[src/sv/sha1_md_pkg.sv]
// ----------------------------------------------------------------------------
// SHA-1 message digest package
// Constants, command and status types shared by controller and datapath.
// ----------------------------------------------------------------------------
`timescale 1ns / 1ps
`default_nettype none

package sha1_md_pkg;

  // Initial chaining value, word 0 in the lowest slot
  localparam logic [4:0][31:0] INIT_CHAIN = {
    32'hC3D2E1F0, 32'h10325476, 32'h98BADCFE, 32'hEFCDAB89, 32'h67452301
  };

  // Round constants, one per stage of twenty rounds
  localparam logic [3:0][31:0] ROUND_K = {
    32'hCA62C1D6, 32'h8F1BBCDC, 32'h6ED9EBA1, 32'h5A827999
  };

  localparam logic [7:0] PAD_MARK   = 8'h80;
  localparam logic [5:0] LENGTH_AT  = 6'd56;
  localparam logic [5:0] BLOCK_LAST = 6'd63;
  localparam logic [6:0] ROUND_LAST = 7'd79;
  localparam logic [2:0] WORD_LAST  = 3'd4;

  // Source of a byte shifted into the block buffer
  typedef enum logic [1:0] {
    SRC_DATA = 2'd0,
    SRC_MARK = 2'd1,
    SRC_ZERO = 2'd2,
    SRC_LEN  = 2'd3
  } src_t;

  // Controller to datapath
  typedef struct packed {
    logic ins_en;
    src_t ins_src;
    logic count_bits;
    logic load_vars;
    logic round_en;
    logic fold;
    logic emit;
    logic clear_msg;
  } cmd_t;

  // Datapath to controller
  typedef struct packed {
    logic fill_last;
    logic fill_at_len;
    logic round_last;
    logic out_busy;
  } status_t;

endpackage

`default_nettype wire

[src/sv/sha1_md_ctrl.sv]
// ----------------------------------------------------------------------------
// SHA-1 message digest controller
// Sequences byte intake, padding, the 80 compression rounds and digest hand-off.
// ----------------------------------------------------------------------------
`timescale 1ns / 1ps
`default_nettype none

module sha1_md_ctrl (
  input  wire                   clk,
  input  wire                   rst,
  input  wire                   in_valid,
  output logic                  in_ready,
  input  wire                   byte_present,
  input  wire                   end_of_message,
  input  sha1_md_pkg::status_t  status,
  output sha1_md_pkg::cmd_t     cmd
);

  typedef enum logic [7:0] {
    ST_IDLE   = 8'b0000_0001,
    ST_PAD80  = 8'b0000_0010,
    ST_PADZ   = 8'b0000_0100,
    ST_PADLEN = 8'b0000_1000,
    ST_LOAD   = 8'b0001_0000,
    ST_ROUND  = 8'b0010_0000,
    ST_FOLD   = 8'b0100_0000,
    ST_EMIT   = 8'b1000_0000
  } state_t;

  state_t state, state_next;
  state_t ret_state, ret_state_next;
  logic   accept;

  assign in_ready = (state == ST_IDLE);
  assign accept   = in_valid && in_ready;

  // Next state and commands
  always_comb begin
    cmd            = '0;
    state_next     = state;
    ret_state_next = ret_state;
    unique case (state)
      ST_IDLE: begin
        if (accept) begin
          if (byte_present) begin
            cmd.ins_en     = 1'b1;
            cmd.ins_src    = sha1_md_pkg::SRC_DATA;
            cmd.count_bits = 1'b1;
          end
          if (byte_present && status.fill_last) begin
            ret_state_next = end_of_message ? ST_PAD80 : ST_IDLE;
            state_next     = ST_LOAD;
          end else if (end_of_message) begin
            state_next = ST_PAD80;
          end
        end
      end
      ST_PAD80: begin
        cmd.ins_en  = 1'b1;
        cmd.ins_src = sha1_md_pkg::SRC_MARK;
        if (status.fill_last) begin
          ret_state_next = ST_PADZ;
          state_next     = ST_LOAD;
        end else begin
          state_next = ST_PADZ;
        end
      end
      ST_PADZ: begin
        if (status.fill_at_len) begin
          state_next = ST_PADLEN;
        end else begin
          cmd.ins_en  = 1'b1;
          cmd.ins_src = sha1_md_pkg::SRC_ZERO;
          if (status.fill_last) begin
            ret_state_next = ST_PADZ;
            state_next     = ST_LOAD;
          end
        end
      end
      ST_PADLEN: begin
        cmd.ins_en  = 1'b1;
        cmd.ins_src = sha1_md_pkg::SRC_LEN;
        if (status.fill_last) begin
          ret_state_next = ST_EMIT;
          state_next     = ST_LOAD;
        end
      end
      ST_LOAD: begin
        cmd.load_vars = 1'b1;
        state_next    = ST_ROUND;
      end
      ST_ROUND: begin
        cmd.round_en = 1'b1;
        if (status.round_last) begin
          state_next = ST_FOLD;
        end
      end
      ST_FOLD: begin
        cmd.fold   = 1'b1;
        state_next = ret_state;
      end
      ST_EMIT: begin
        // hold until the previous digest has drained
        if (!status.out_busy) begin
          cmd.emit      = 1'b1;
          cmd.clear_msg = 1'b1;
          state_next    = ST_IDLE;
        end
      end
      default: begin
        state_next = ST_IDLE;
      end
    endcase
  end

  // State registers
  always_ff @(posedge clk) begin
    if (rst) begin
      state     <= ST_IDLE;
      ret_state <= ST_IDLE;
    end else begin
      state     <= state_next;
      ret_state <= ret_state_next;
    end
  end

endmodule

`default_nettype wire

[src/sv/sha1_md_dp.sv]
// ----------------------------------------------------------------------------
// SHA-1 message digest datapath
// Block buffer / schedule shift line, round registers, chaining words,
// bit length and the digest output buffer.
// ----------------------------------------------------------------------------
`timescale 1ns / 1ps
`default_nettype none

module sha1_md_dp (
  input  wire                   clk,
  input  wire                   rst,
  input  sha1_md_pkg::cmd_t     cmd,
  output sha1_md_pkg::status_t  status,
  input  wire  [7:0]            data_byte,
  output logic                  out_valid,
  input  wire                   out_ready,
  output logic [31:0]           digest_word,
  output logic [2:0]            word_number,
  output logic                  final_word
);

  // Block buffer doubles as the 16-word schedule; word 0 is the oldest
  logic [31:0] sched [16];
  logic [31:0] va, vb, vc, vd, ve;
  logic [31:0] chain [5];
  logic [31:0] out_words [5];
  logic [5:0]  fill;
  logic [63:0] msg_bits;
  logic [6:0]  round;
  logic [2:0]  out_idx;
  logic        out_busy;

  logic [7:0]  ins_byte;
  logic [7:0]  len_byte;
  logic [31:0] w_mix;
  logic [31:0] w_new;
  logic [1:0]  stage;
  logic [31:0] f_val;
  logic [31:0] temp;
  logic        out_take;

  // Length byte for buffer slots 56..63, most significant first
  assign len_byte = msg_bits[{~fill[2:0], 3'b000} +: 8];

  // Select the byte to shift in
  always_comb begin
    unique case (cmd.ins_src)
      sha1_md_pkg::SRC_DATA: ins_byte = data_byte;
      sha1_md_pkg::SRC_MARK: ins_byte = sha1_md_pkg::PAD_MARK;
      sha1_md_pkg::SRC_ZERO: ins_byte = 8'h00;
      sha1_md_pkg::SRC_LEN:  ins_byte = len_byte;
    endcase
  end

  // Schedule expansion from fixed taps
  assign w_mix = sched[13] ^ sched[8] ^ sched[2] ^ sched[0];
  assign w_new = {w_mix[30:0], w_mix[31]};

  // Stage of the current round
  always_comb begin
    priority if (round < 7'd20) begin
      stage = 2'd0;
    end else if (round < 7'd40) begin
      stage = 2'd1;
    end else if (round < 7'd60) begin
      stage = 2'd2;
    end else begin
      stage = 2'd3;
    end
  end

  // Round function
  always_comb begin
    unique case (stage)
      2'd0:    f_val = (vb & vc) | (~vb & vd);
      2'd2:    f_val = (vb & vc) | (vb & vd) | (vc & vd);
      default: f_val = vb ^ vc ^ vd;
    endcase
  end

  assign temp = {va[26:0], va[31:27]} + f_val + ve + sched[0]
              + sha1_md_pkg::ROUND_K[stage];

  // Shift bytes in, or advance the schedule one word per round
  always_ff @(posedge clk) begin
    if (cmd.ins_en) begin
      for (int i = 0; i < 15; i++) begin
        sched[i] <= {sched[i][23:0], sched[i+1][31:24]};
      end
      sched[15] <= {sched[15][23:0], ins_byte};
    end else if (cmd.round_en) begin
      for (int i = 0; i < 15; i++) begin
        sched[i] <= sched[i+1];
      end
      sched[15] <= w_new;
    end
  end

  // Working variables
  always_ff @(posedge clk) begin
    if (cmd.load_vars) begin
      va <= chain[0];
      vb <= chain[1];
      vc <= chain[2];
      vd <= chain[3];
      ve <= chain[4];
    end else if (cmd.round_en) begin
      va <= temp;
      vb <= va;
      vc <= {vb[1:0], vb[31:2]};
      vd <= vc;
      ve <= vd;
    end
  end

  // Output buffer: capture the digest, then shift one word out per request
  assign out_take = out_busy && out_ready;

  always_ff @(posedge clk) begin
    if (cmd.emit) begin
      for (int i = 0; i < 5; i++) begin
        out_words[i] <= chain[i];
      end
    end else if (out_take) begin
      for (int i = 0; i < 4; i++) begin
        out_words[i] <= out_words[i+1];
      end
    end
  end

  // Control registers
  always_ff @(posedge clk) begin
    if (rst) begin
      fill     <= '0;
      msg_bits <= '0;
      round    <= '0;
      out_idx  <= '0;
      out_busy <= 1'b0;
      for (int i = 0; i < 5; i++) begin
        chain[i] <= sha1_md_pkg::INIT_CHAIN[i];
      end
    end else begin
      if (cmd.ins_en) begin
        fill <= fill + 6'd1;
      end
      if (cmd.count_bits) begin
        msg_bits <= msg_bits + 64'd8;
      end
      if (cmd.load_vars) begin
        round <= '0;
      end else if (cmd.round_en) begin
        round <= round + 7'd1;
      end
      if (cmd.fold) begin
        chain[0] <= chain[0] + va;
        chain[1] <= chain[1] + vb;
        chain[2] <= chain[2] + vc;
        chain[3] <= chain[3] + vd;
        chain[4] <= chain[4] + ve;
      end
      // restart for the next message
      if (cmd.clear_msg) begin
        msg_bits <= '0;
        for (int i = 0; i < 5; i++) begin
          chain[i] <= sha1_md_pkg::INIT_CHAIN[i];
        end
      end
      if (cmd.emit) begin
        out_busy <= 1'b1;
        out_idx  <= '0;
      end else if (out_take) begin
        if (out_idx == sha1_md_pkg::WORD_LAST) begin
          out_busy <= 1'b0;
        end
        out_idx <= out_idx + 3'd1;
      end
    end
  end

  assign status.fill_last   = (fill == sha1_md_pkg::BLOCK_LAST);
  assign status.fill_at_len = (fill == sha1_md_pkg::LENGTH_AT);
  assign status.round_last  = (round == sha1_md_pkg::ROUND_LAST);
  assign status.out_busy    = out_busy;

  assign out_valid   = out_busy;
  assign digest_word = out_words[0];
  assign word_number = out_idx;
  assign final_word  = (out_idx == sha1_md_pkg::WORD_LAST);

endmodule

`default_nettype wire

[src/sv/sha1_message_digest.sv]
// ----------------------------------------------------------------------------
// SHA-1 message digest
// Byte-streamed SHA-1 with in-line padding; five digest words per message.
// ----------------------------------------------------------------------------
//  channel | handshake            | payload
//  --------+----------------------+--------------------------------------------
//  input   | in_valid / in_ready  | data_byte, byte_present, end_of_message
//  output  | out_valid / out_ready| digest_word, word_number, final_word
//
//  A message byte is taken whenever in_ready is high; every 64th byte
//  starts a block compression (a load, 80 rounds on the single round
//  unit, a fold) with in_ready low. An end item pads its block to the
//  end (two blocks when fewer than nine bytes remain), turns to the length
//  bytes, compresses each block and emits once the output buffer is free.
//  The digest goes to a five-word output buffer; the next message is taken
//  while it drains, and only a second digest waits for it to empty.
//  Synchronous reset restores the initial chaining words.
// ----------------------------------------------------------------------------
`timescale 1ns / 1ps
`default_nettype none

module sha1_message_digest (
  input  wire         clk,
  input  wire         rst,
  input  wire         in_valid,
  output logic        in_ready,
  input  wire  [7:0]  data_byte,
  input  wire         byte_present,
  input  wire         end_of_message,
  output logic        out_valid,
  input  wire         out_ready,
  output logic [31:0] digest_word,
  output logic [2:0]  word_number,
  output logic        final_word
);

  sha1_md_pkg::cmd_t    cmd;
  sha1_md_pkg::status_t status;

  sha1_md_ctrl u_ctrl (
    .clk            (clk),
    .rst            (rst),
    .in_valid       (in_valid),
    .in_ready       (in_ready),
    .byte_present   (byte_present),
    .end_of_message (end_of_message),
    .status         (status),
    .cmd            (cmd)
  );

  sha1_md_dp u_dp (
    .clk         (clk),
    .rst         (rst),
    .cmd         (cmd),
    .status      (status),
    .data_byte   (data_byte),
    .out_valid   (out_valid),
    .out_ready   (out_ready),
    .digest_word (digest_word),
    .word_number (word_number),
    .final_word  (final_word)
  );

endmodule

`default_nettype wire

[config.mk]
export PLATFORM = sky130hd
export DESIGN_NAME = sha1_message_digest
export DESIGN_NICKNAME = d
export VERILOG_FILES = /design/src/sv/sha1_md_pkg.sv /design/src/sv/sha1_md_ctrl.sv /design/src/sv/sha1_md_dp.sv /design/src/sv/sha1_message_digest.sv
export SDC_FILE = /design/constraint.sdc
export NUM_CORES = 2
export LEC_CHECK = 0
export ABC_AREA = 1
export BUFFER_PORTS_ARGS = -buffer_cell sky130_fd_sc_hd__buf_2
export CORE_MARGIN = 1
export CORE_UTILIZATION = 40
export DETAILED_ROUTE_END_ITERATION = 6
export GPL_ROUTABILITY_DRIVEN = 0
export PLACE_DENSITY = 0.63
export SLEW_MARGIN = 20
export SYNTH_ARGS = -nofsm -noshare
export SYNTH_HDL_FRONTEND = slang
export SYNTH_SLANG_ARGS = --single-unit
[constraint.sdc]
create_clock -name clk -period 15.8 [get_ports clk]
set_clock_uncertainty 0.15 [all_clocks]
set_input_delay 2.37 -clock clk [delete_from_list [all_inputs] [get_ports clk]]
set_output_delay 2.37 -clock clk [all_outputs]
set_load 0.02 [all_outputs]
# Word-level counts from Yosys, hierarchy flattened
# Memory sizes are Yosys's and may differ from the RTL's.
# Index checks and enable logic that the tools add are counted.
# classes
reduce_logical	15
addsub	13
eq_ne	23
bitwise	44
shift	1
muxes	94
magnitude_cmp	4
# op_table
operator	n
two-way mux 32 bit	41
adder 32 bit	9
XOR 32 bit	5
bitwise AND 32 bit	4
two-way mux 8 bit	12
bitwise OR 32 bit	3
adder 64 x 4 -> 64 bit (second input constant)	1
binary-select mux 32 bit (select 2 bit)	1
one-hot mux 32 bit (2 select lines)	1
one-hot mux 8 bit (4 select lines)	2
one-hot mux 8 bit (8 select lines)	1
indexed part select 64 x 7 -> 8 bit	1
inverter 32 bit	1
bitwise OR 1 bit	30
two-way mux 1 bit	26
< comparator 7 x 6 -> 1 bit (second input constant)	2
equality test 6 bit (second input constant)	2
one-hot mux 3 bit (4 select lines)	1
two-way mux 2 bit	5
inequality test 2 bit (second input constant)	5
equality test 8 x 1 -> 1 bit (second input constant)	1
equality test 8 x 2 -> 1 bit (second input constant)	1
equality test 8 x 3 -> 1 bit (second input constant)	1
equality test 8 x 4 -> 1 bit (second input constant)	1
27 further kinds	37
# word_totals
ff_bits	257
memories	3
inputBits	14
mem_bits_rw	832
word_cells	209
output_inout_bits	38
# memory_table
memory	words	width	read_ports	rd_clocked_by_memory_dff	write_ports	line_no	source
u_dp.sched	16	32	16	0	16	sha1_md_dp.sv:23	logic [31:0] sched [16];
u_dp.chain	5	32	5	0	5	sha1_md_dp.sv:25	logic [31:0] chain [5];
u_dp.out_words	5	32	5	0	5	sha1_md_dp.sv:26	logic [31:0] out_words [5];

# Longest topological paths before layout
# depth
depth_word	12
ltp_mapped	30
mapped_depth_nobuf	29

# By module
# A second synthesis with hierarchy kept.
# hier_totals
cells_unflattened	7812
area_unflattened_um2	64765.9
# by_module_without_submodules
module	cells_each	instances	area_per_inst_um2	seq_area_each_um2
sha1_md_dp	7670	1	63825.0	29748.5
sha1_md_ctrl	142	1	940.9	240.2

# Least setup slack after synthesis
# OpenSTA, ideal clock, no wires.
# synth_path
kind	input port to flip-flop
from	input port in_valid
to	memory u_dp.sched[0][0], enable pin
setup_slack_ns	0.758
t_required_ns	11.986
setup_ns	3.664
t_arrival_ns	11.228
cell_stages	6
path_buffers	2
cell_sequence	nand3_4 nand3_4 inv_4 buf_6 buf_2 nand2_1
# synth_lines
element	line_no	source
start, declared	sha1_message_digest.sv:25	input wire in_valid,
end, declared	sha1_md_dp.sv:23	

# Worst setup path after layout
# layout_path
from	register u_dp.round[5]
to	register u_dp.va[31], data pin
# layout_via
elab_chain_len	12
elab_cells_between_ends	17
classes_between	add/sub (4); order compare (3); eq/ne (1); mux (8); reduce/logical (1)
# layout_lines
element	line_no	source
start, declared	sha1_md_dp.sv:29	logic [6:0] round;
start signal, assigned	sha1_md_dp.sv:152	round <= round + 7'd1;
< comparator 7 x 6 -> 1 bit	sha1_md_dp.sv:65	end else if (round < 7'd60) begin
two-way mux 1 bit	sha1_md_dp.sv:65	
two-way mux 2 bit	sha1_md_dp.sv:63	end else if (round < 7'd40) begin
two-way mux 2 bit *	sha1_md_dp.sv:61	priority if (round < 7'd20) begin
equality test 2 bit / zero test 2 bit (equally long branches)	sha1_md_dp.sv:74	unique case (stage)
one-hot mux 32 bit (2 select lines)	sha1_md_dp.sv:74	
adder 32 bit (3 in a row)	sha1_md_dp.sv:81	assign temp = {va[26:0], va[31:27]} + f_val + ve + sched[0]
adder 32 bit *	sha1_md_dp.sv:82	+ sha1_md_pkg::ROUND_K[stage];
two-way mux 32 bit *	sha1_md_dp.sv:107	end else if (cmd.round_en) begin
two-way mux 32 bit *	sha1_md_dp.sv:101	if (cmd.load_vars) begin
end signal, assigned	sha1_md_dp.sv:102	va <= chain[0];
end signal, assigned	sha1_md_dp.sv:108	va <= temp;
end, declared	sha1_md_dp.sv:24	logic [31:0] va, vb, vc, vd, ve;
# Mark *: on every way between the ends. The rest lies on a longest branch, timed or not. The select of a mux whose other input is x is not followed.
# A chain may end at the register's enable or synchronous reset.

==> out/qor.yml <==
critical_path:
  critPathArrivalTime_ps: 7170
  path_depth: 20
  crit_chain: "nor2_1 -> nand3_1 -> inv_1 -> nor2_1 -> inv_1 -> nand2_1 -> fa_1 -> fa_1 -> inv_1 -> fa_1 -> inv_1 -> ha_1 -> a21oi_1 -> nand2_1 -> a21oi_1 -> nand2_1 -> a21oi_1 -> nand3_1 -> nand3_1 -> nand2_1"
  critPathBufInv: 4
  path_max_fanout: 22
  startpoint_type: "flop"
  cp_top_family: "adder cells"
  end_kind: "flop"
  crit_start: "u_dp.round[5]"
  r2r-start: "u_dp.round[5]"
  r2r_cells: 20
  crit_type: "reg2reg"
  slowest_delay_ps: 1080
  crit_slowest_cell: "inv_1"
  critPathRequiredTime_ps: 16150
  critPathCapture: "u_dp.va[31]"
  rr_endpoint: "u_dp.va[31]"
  r2r_setup_slack_ps: 8980
route:
  vias: 50700
  post-route-drc-count: 2
  wire_per_inst_um: 20.0
  wirelength_um: 187000
  drt_iter0_drc: 6023
  drt-pass1-iter-count: 7
  viasPerCell: 5.40
  ant_nets: 0
synthesis:
  ys_seq_area_frac: 0.504
  yosys.area_share.simple: 0.210
  ys_async_sr_fraction: 0
  syn_inst: 7287
  synth_edf_count: 992
  synth_top_family_by_area: "simple AND/OR/NAND/NOR gates"
  synth-seq-cells: 1082
  synth_mux_area_frac: 0.000160
  yosysUniqueCellTypes: 53
  synth_top_area_share: 0.475
  synth_fa_ha_area_frac: 0.0793
  syn-cell-area_um2: 62700
  yosysWarnings: 0
  synth_top_flop_cell: "edfxtp_1"
  syn_area_per_cell_um2: 8.60
  synth.most_common_cell: "nand2_1"
  synth_top_area_cell: "edfxtp_1"
  synth.area.top_cells: "edfxtp_1 48%, nand2_1 13%, o21ai_0 5.6%"
  synth-compound-area-share: 0.110
  synthTopCellsByCount: "2241 x nand2_1, 992 x edfxtp_1, 925 x inv_1, 699 x o21ai_0, 481 x nor2_1"
  synth_xor_area_frac: 0.0207
  synth_fp_nets: 7623
floorplanning:
  rows: 144
  die_x_um: 398
  core_um2: 155000
  pin_count: 52
  dieArea_um2: 158000
  start_util: 0.405
  die_h_um: 398
cts:
  insertion_delay_ps: 780
  cts_tree: "done"
  clockBufferDepth: 3
  cts.hold.buffers_added: 0
  htree_levels: 3
  post_cts_buffers: 0
  cts_resized: 0
  clockRootBuffer: "clkbuf_16"
  clkSinkCount: 1082
  path_clk_slew_ps: 60
  cts_buffers: 118
global_route:
  use_met1: 0.326
  grt.busiest_layer: "met2"
  grt_max_degree: 210
  antenna_found_initial: 1
  grtUsageMet2: 0.355
  grt_pass1_wl_um: 285000
  grt_overflow: 0
  met3_usage: 0.0420
  grt_usage: 0.234
  first_global_vias: 47700
sta:
  fmax_mhz: 147
  hold_ws_ps: 315
  setup_ws_ps: 8980
  worst_pin_slew_ps: 1220
  rsz0062_at_grt: "no"
  setup-tns-final_ps: 0
  period_share: 0.432
  period_needed_ps: 6820
  hold_violations: 0
  slew_viol_final: 0
  slew_headroom: 0.178
  finalSetupViolations: 0
hold_path:
  hold_path_class: "reg2reg"
finish:
  stdcell_count: 9378
  layout-drive-gt1-share: 0.0447
  nets: 7570
  area_growth_pct: 9.15
  num_antenna_cells: 0
placed_design:
  io_buffer_count: 51
  dp.cells: 9156
  dp_hpwl_um: 138000
  place_ws_ps: 8680
pwr:
  static-leakage-power_nw: 27.4
  power.total_mw: 10.1
  p_per_area_nw_per_um2: 147
  irDropWorstVdd_mv: 0.154
run:
  drv_cap: 0
status:
  violations: "design-rule violations"
  status: "finished with violations"
placed cells by master (no fill, tap or decap), types with 41 or more instances in the layout:
| master | synthesis | layout |
|---|---|---|
| nand4_1 | 51 | 51 |
| nand3_1 | 307 | 307 |
| ha_1 | 197 | 197 |
| a21oi_1 | 344 | 344 |
| nand2_1 | 2241 | 2235 |
| fa_1 | 125 | 125 |
| o21ai_1 | 58 | 58 |
| o21ai_0 | 699 | 699 |
| buf_2 | 61 | 51 |
| dfxtp_1 | 90 | 90 |
| xor2_1 | 41 | 41 |
| nor3_1 | 62 | 62 |
| inv_1 | 925 | 924 |
| clkbuf_16 | 0 | 119 |
| nor2_1 | 481 | 481 |
| xnor2_1 | 107 | 107 |
| edfxtp_1 | 992 | 992 |
power by group:
group / leakage (nW) / switching (mW) / internal, mW
combinational: 15.9 / 2.12 / 1.03
sequential: 9.74 / 0.317 / 3.90
clock: 1.79 / 1.22 / 1.48
sequential cells by signal, summed over array words and instances (netlist names):
register,cells
u_dp.sched,512
u_dp.chain,160
u_dp.out_words,160
u_dp.msg_bits,61
u_dp.va,32
u_dp.vb,32
u_dp.vc,32
u_dp.vd,32
u_dp.ve,32
u_ctrl.state,8
u_dp.round,7
u_dp.fill,6
u_ctrl.ret_state,4
u_dp.word_number,3
u_dp.out_valid,1
logic make-up after synthesis:
kind of cell / after synthesis
AOI/OAI and AO/OA: 1286
xor gates and xnor gates: 148
adders and majority gates: 322
buffers and inverters: 1199
DFF: 1082
muxes: 1
and+or+nand+nor: 3249
worst min path at each step:
stage / start / endpoint / slack, ps / cells after the start
final: u_dp.msg_bits[44] / u_dp.msg_bits[44] / 310 / 2
after floorplan: u_dp.msg_bits[12] / u_dp.msg_bits[12] / 290 / 1
after CTS: u_dp.msg_bits[36] / u_dp.msg_bits[36] / 320 / 2
after global placement: u_dp.msg_bits[27] / u_dp.msg_bits[27] / 300 / 2
after detailed placement: u_dp.msg_bits[36] / u_dp.msg_bits[36] / 310 / 2
after global routing: u_ctrl.ret_state[0] / u_ctrl.ret_state[0] / 350 / 2
worst min-delay path, cell delays in order (launching register included):
cell     delay (ps)
dfxtp_1         310
nand2_1          60
a21oi_1          60
through the flow:
stage / util / instance area (um^2)
global route: 0.442 / 68400
global placement: 0.418 / 64600
CTS: 0.442 / 68300
finish: 0.442 / 68400
detailed placement: 0.418 / 64600
floorplan: - / 62700
area by class of cell:
type / count / area [um^2]
Timing Repair Buffer: 87 / 594
Clock inverter: 75 / 629
Tap cell: 2044 / 2560
Clock buffer: 145 / 3100
Fill cell: 15000 / 86400
Inverter: 939 / 3550
Multi-Input combinational cell: 5006 / 26400
Sequential cell: 1082 / 31600
per-layer routing:
layer  wire [um]  up-vias
met5          19        -
met4        9250        2
met3       16800      417
met2       81300     2235
met1       80000    24000
li1            -    24000
Note: power is estimated with default switching activity, not from simulation.
